<file path="src/hdl/tfn_pkg.sv">
// ----------------------------------------------------------------------------
// tfn_pkg
// Widths and the search stage record for the triangle face normal pipeline.
// ----------------------------------------------------------------------------
package tfn_pkg;

    localparam int IN_W      = 16;
    localparam int OUT_FRAC  = 14;
    localparam int EDGE_W    = IN_W + 1;
    localparam int PROD_W    = 2 * EDGE_W;
    localparam int CROSS_W   = PROD_W + 1;
    localparam int MAG_W     = PROD_W;
    localparam int SQ_W      = 2 * MAG_W;
    localparam int SUM_W     = SQ_W;
    localparam int R_SHIFT   = 2 * (OUT_FRAC + 1);
    localparam int RS_W      = SQ_W + R_SHIFT + 1;
    localparam int N_W       = OUT_FRAC + 1;
    localparam int D_W       = SUM_W + 2 * N_W;
    localparam int G_W       = SUM_W + N_W + 2;
    localparam int CMP_W     = D_W + 3;
    localparam int N_STAGES  = N_W;

    typedef struct packed {
        logic [SUM_W-1:0]          s;
        logic [2:0][RS_W-1:0]      rs;
        logic [2:0][D_W-1:0]       d;
        logic [2:0][G_W-1:0]       g;
        logic [2:0][N_W-1:0]       n;
        logic [2:0]                neg;
        logic                      deg;
    } srch_t;

endpackage

</file>
<file path="src/hdl/tfn_step.sv">
// ----------------------------------------------------------------------------
// tfn_step
// One bit of the rounded normalization search for all three components.
// ----------------------------------------------------------------------------
module tfn_step
    import tfn_pkg::*;
#(
    parameter int K = 0
)
(
    input  logic  clk,
    input  logic  rst_n,
    input  logic  in_valid,
    input  srch_t in_st,
    output logic  out_valid,
    output srch_t out_st
);

    localparam logic [N_W-1:0] BIT = N_W'(1) << K;

    logic               valid_reg;
    srch_t              st_reg;
    srch_t              st_next;
    logic signed [CMP_W-1:0] tt [3];
    logic signed [CMP_W-1:0] rs_ext [3];
    logic [2:0]         ok;

    always_comb
    begin
        st_next = in_st;
        for (int i = 0; i < 3; i++)
        begin
            tt[i] = $signed({{(CMP_W-D_W){1'b0}}, in_st.d[i]})
                + ($signed({{(CMP_W-G_W){in_st.g[i][G_W-1]}}, in_st.g[i]}) <<< K)
                + ($signed({{(CMP_W-SUM_W){1'b0}}, in_st.s}) <<< (2 * K));
            rs_ext[i] = $signed({{(CMP_W-RS_W){in_st.rs[i][RS_W-1]}}, in_st.rs[i]});
            ok[i] = (tt[i] <<< 2) <= rs_ext[i];
            if (ok[i])
            begin
                st_next.n[i] = in_st.n[i] | BIT;
                st_next.d[i] = tt[i][D_W-1:0];
                st_next.g[i] = in_st.g[i]
                    + ({{(G_W-SUM_W){1'b0}}, in_st.s} << (K + 1));
            end
        end
    end

    always_ff @(posedge clk or negedge rst_n)
    begin
        if (!rst_n)
        begin
            valid_reg <= 1'b0;
        end
        else
        begin
            valid_reg <= in_valid;
        end
    end

    always_ff @(posedge clk)
    begin
        st_reg <= st_next;
    end

    assign out_valid = valid_reg;
    assign out_st    = st_reg;

endmodule

</file>
<file path="config.mk">
export PLATFORM = sky130hd
export DESIGN_NAME = tfn_step
export DESIGN_NICKNAME = d
export VERILOG_FILES = /design/src/hdl/tfn_pkg.sv /design/src/hdl/tfn_step.sv
export SDC_FILE = /design/constraint.sdc
export NUM_CORES = 2
export LEC_CHECK = 0
export BUFFER_PORTS_ARGS = -buffer_cell sky130_fd_sc_hd__buf_2
export CAP_MARGIN = 20
export CORE_AREA = 2 2 760 762
export DETAILED_ROUTE_END_ITERATION = 12
export DIE_AREA = 0 0 762 764
export MAX_ROUTING_LAYER = met4
export PLACE_DENSITY = 0.3
export SKIP_CTS_REPAIR_TIMING = 1
export SLEW_MARGIN = 20
export SYNTH_ARGS = -nofsm -noshare
export SYNTH_HDL_FRONTEND = slang
export SYNTH_SLANG_ARGS = --single-unit
</file>
<file path="constraint.sdc">
create_clock -name clk -period 0.8 [get_ports clk]
set_input_delay 0.16 -clock clk [delete_from_list [all_inputs] [get_ports clk]]
set_output_delay 0.16 -clock clk [all_outputs]
set_load 0.005 [all_outputs]
</file>
**Word-level counts from Yosys, hierarchy flattened**

Cells that the tools add are included.

- Flip-flop bits (word level): 964
- Logic and storage cells: 37
- Input port bits: 966
- Output and inout port bits: 964

- Mux-type cells: 6
- $add $sub $neg: 9
- $lt $le $gt $ge: 3

Operators with widths:

| operator | number |
|---|---|
| $le A101 B99 Y1 | 3 |
| $add A99 B69 Y99 | 3 |
| $add A99 B85 Y99 | 3 |
| $mux W98 | 3 |
| $add A85 B69 Y85 | 3 |
| $mux W85 | 3 |

**Longest topological paths before layout**

- Depth after elaboration: 4
- Gate-level depth with buffers: 29
- Gate-level depth less buffers: 28

**Worst setup path after synthesis**

Ideal clock, no wire load.

- Kind: input -> register
- Start point: input in_st[220] (netlist name)
- End point: register st_reg, in the netlist out_st[584]
- Setup time: 0.121 ns
- Data required time: 0.679 ns
- Buffers on the path: 2
- Arrival time: 6.374 ns
- Cell stages on the path: 27
- Setup slack: -5.694 ns
- Cells stage by stage: fa_1 > ha_1 > inv_1 > fa_1 > nand2b_1 > a21o_1 > a31o_2 > a211oi_2 > o2bb2ai_1 > o21a_1 > o41a_1 > o31a_1 > a21oi_2 > a21oi_1 > xnor2_2 > ha_1 > nand4_1 > nor4_1 > and2_1 > nand3_1 > nor3_1 > a211oi_1 > xor2_1 > nand2_1 > clkbuf_1 > clkbuf_1 > mux2_2

RTL lines:

| element | RTL line | RTL |
|---|---|---|
| start: declaration | tfn_step.sv:14 | `input srch_t in_st,` |
| end signal: assignment | tfn_step.sv:62 | `st_reg <= st_next;` |
| end: declaration | tfn_step.sv:22 | `srch_t st_reg;` |

==> results.yml <==
timing:
  setup_viol: 1515
  maxSlewViolCount: 0
  rsz0062_at_grt: "true"
  relSlewSlack: 0.361
  worst_slack_ns: -5.72
  fin_crit_ns: 6.52
  fmax_ghz: 0.153
  timing.hold.ws_ns: -0.581
  worstMarginPinSlew_ns: 0.951
  finalHoldViolations: 11
  fin_crit_sh: 8.15
worst_setup_path:
  path_class: "input port to flop"
  crit_fanout: 6
  crit_required_ns: 1.57
  slowest_stage: "fa_1"
  cp-end-kind: "flop"
  startpoint_type: "input port"
  max_stage_delay_ns: 0.49
  arrival_ns: 7.29
  critPathMostFrequentCell: "buf_6"
cts:
  cts_made_buffers: 156
  cts_tree: "built"
  root_buffer: "clkbuf_16"
  cts.sinks: 964
  clkTransAtPathRegs_ns: 0.05
  cts.path.max_buffers: 4
  cts_max_level: 4
floorplanning:
  die_width_um: 762
  die-area_um2: 582000
  ios: 1930
  design.core.area_um2: 575000
  rows: 279
  start_util: 0.118
  die_h_um: 764
hold_path:
  hold_path.class: "input port to flop"
drt:
  drtIter0Drc: 4551
  dr_total_vias: 83200
  via_per_inst: 3.83
  ant_nets: 0
  remaining_drc_errors: 0
  routed_wl_mm: 622
  wl_per_cell_um: 28.6
  drt-pass1-iter-count: 8
pwr:
  p_total_mw: 358
  power_density_nw_per_um2: 2630
  power.static_leakage_nw: 65.3
  vdd_ir_drop_max_v: 0.00184
finish:
  finalNonFillerCells: 21700
  layout.nets: 15900
  syn_to_final_growth_pct: 101
  drive_gt1_frac: 0.451
synthesis:
  synth.distinct_cells: 95
  synth_common_cells: "dfxtp_1 (963), ha_1 (882), a21oi_1 (857)"
  synth_edf_count: 0
  async_flop_share: 0.00104
  synth_area_leaders: "dfxtp_1 (28%), ha_1 (16%), a21oi_1 (6.3%)"
  synth_area_um2: 67800
  synth_top_area_frac: 0.284
  synthFlopType: "dfxtp_1"
  yosys_register_bits: 964
  synthCells: 7562
  yosysWarnings: 0
  synthesis.nets: 9620
  yosys.area.top_type: "dfxtp_1"
  yosysSeqAreaShare: 0.285
  synth_most_common_cell: "dfxtp_1"
  syn_area_per_cell_um2: 8.97
grt:
  grt_max_degree: 35
  grt_pass1_vias: 79000
  grt-ovfl-total: 0
  track_usage: 0.202
  grt_first_pass_wirelength_mm: 762
  antenna_found_initial: 218
placed_design:
  hpwl_mm: 543
  io_buffers: 1929
  gp_congestion: 0.922
  place_inst: 20000
status:
  failed_checks: "negative hold slack, negative setup slack"
  status: "finished with violations"
run:
  cap_violations: 0
-- report_power, final --
part | switching, mW | leakage [nW] | internal [mW]
clock network | 31.5 | 2.71 | 46.2
registers | 10.3 | 8.14 | 62.1
logic | 105 | 54.4 | 103
-- metrics by stage --
| step | setup WS [ns] | instance area [um^2] | util | setup TNS, ns |
|---|---|---|---|---|
| final | -5.72 | 136000 | 0.237 | -3738.55 |
| after global routing | -5.88 | 136000 | 0.237 | -3887.88 |
| after CTS | -6.45 | 120000 | 0.209 | -4207.12 |
| after detailed placement | -7.37 | 115000 | 0.200 | -3898.67 |
| after global placement | -7.60 | 115000 | 0.200 | -3933.16 |
| after floorplan | -5.01 | 69400 | - | -2694.78 |
-- registers in the layout, summed over array words and instances (netlist names) --
signal	count
out_valid	1
out_st	963
-- final cells by class --
cell class                      count  area, um^2
Antenna cell                      200         500
Clock buffer                      203        4420
Multi-Input combinational cell   5860       48600
Tap cell                         7587        9490
Sequential cell                   964       19300
Timing Repair Buffer             6364       51000
Inverter                          454        1710
Clock inverter                     81        1190
Fill cell                       63600      439000
-- logic make-up after synthesis --
group	count (synthesis)	share of synthesized area
and+or+nand+nor	1686	0.120
adders and majority gates	1092	0.225
xor gates and xnor gates	521	0.0677
muxes	347	0.0576
AOI/OAI and AO/OA	2214	0.204
DFF	964	0.285
buffers and inverters	738	0.0414
-- layer usage --
metal | GRT usage | share of wire | up-vias
met4 | 0.0572 | 0.039 | 0
met5 | - | 0 | -
met1 | 0.236 | 0.41 | 39800
met2 | 0.328 | 0.46 | 2584
met3 | 0.0699 | 0.091 | 726
li1 | - | - | 40100
-- path summary, 6_finish.rpt --
check / slack [ns] / from / cells after the start / to
worst min-delay path: -0.58 / in_st[219] / 1 / out_st[219]$_DFF_P_
max in group asynchronous: 0.58 / rst_n / 3 / out_valid$_DFF_PN0_
min in group asynchronous: 0.11 / rst_n / 3 / out_valid$_DFF_PN0_
worst max-delay path: -5.72 / in_st[921] / 35 / out_st[139]$_DFF_P_
-- cells in the final DEF (no fill, tap or decap), types with 27 or more instances in the layout --
master and n:
and2_1 36, mux2_2 178, nand4_1 231, mux2_4 164, o21ai_1 32, diode_2 200, o21ai_0 326, nor3_1 73
xnor2_1 307, a31oi_1 61, dlygate4sd3_1 1115, a21o_1 418, and3_1 57, xor2_1 185, dfxtp_1 963, buf_6 48
nand3_1 100, a211oi_1 43, nand2_1 426, buf_4 3081, ha_1 867, o21bai_1 104, inv_1 449, nand2b_1 47
nor2b_1 49, fa_1 205, buf_2 1756, o21a_1 51, clkbuf_8 30, o211ai_1 27, nor2_1 437, clkbuf_16 190
a21oi_2 101, a21oi_1 748, buf_12 301
-- critical path, delay by kind of cell --
family                   cells  cell delay (ns)
AO/OA/AOI/OAI               11             2.34
adder cells (fa/ha/maj)      3             0.99
buffers and inverters       12             2.03
multiplexers                 1             0.28
AND/OR/NAND/NOR              8             1.34
(Power assumes the default switching activity.)
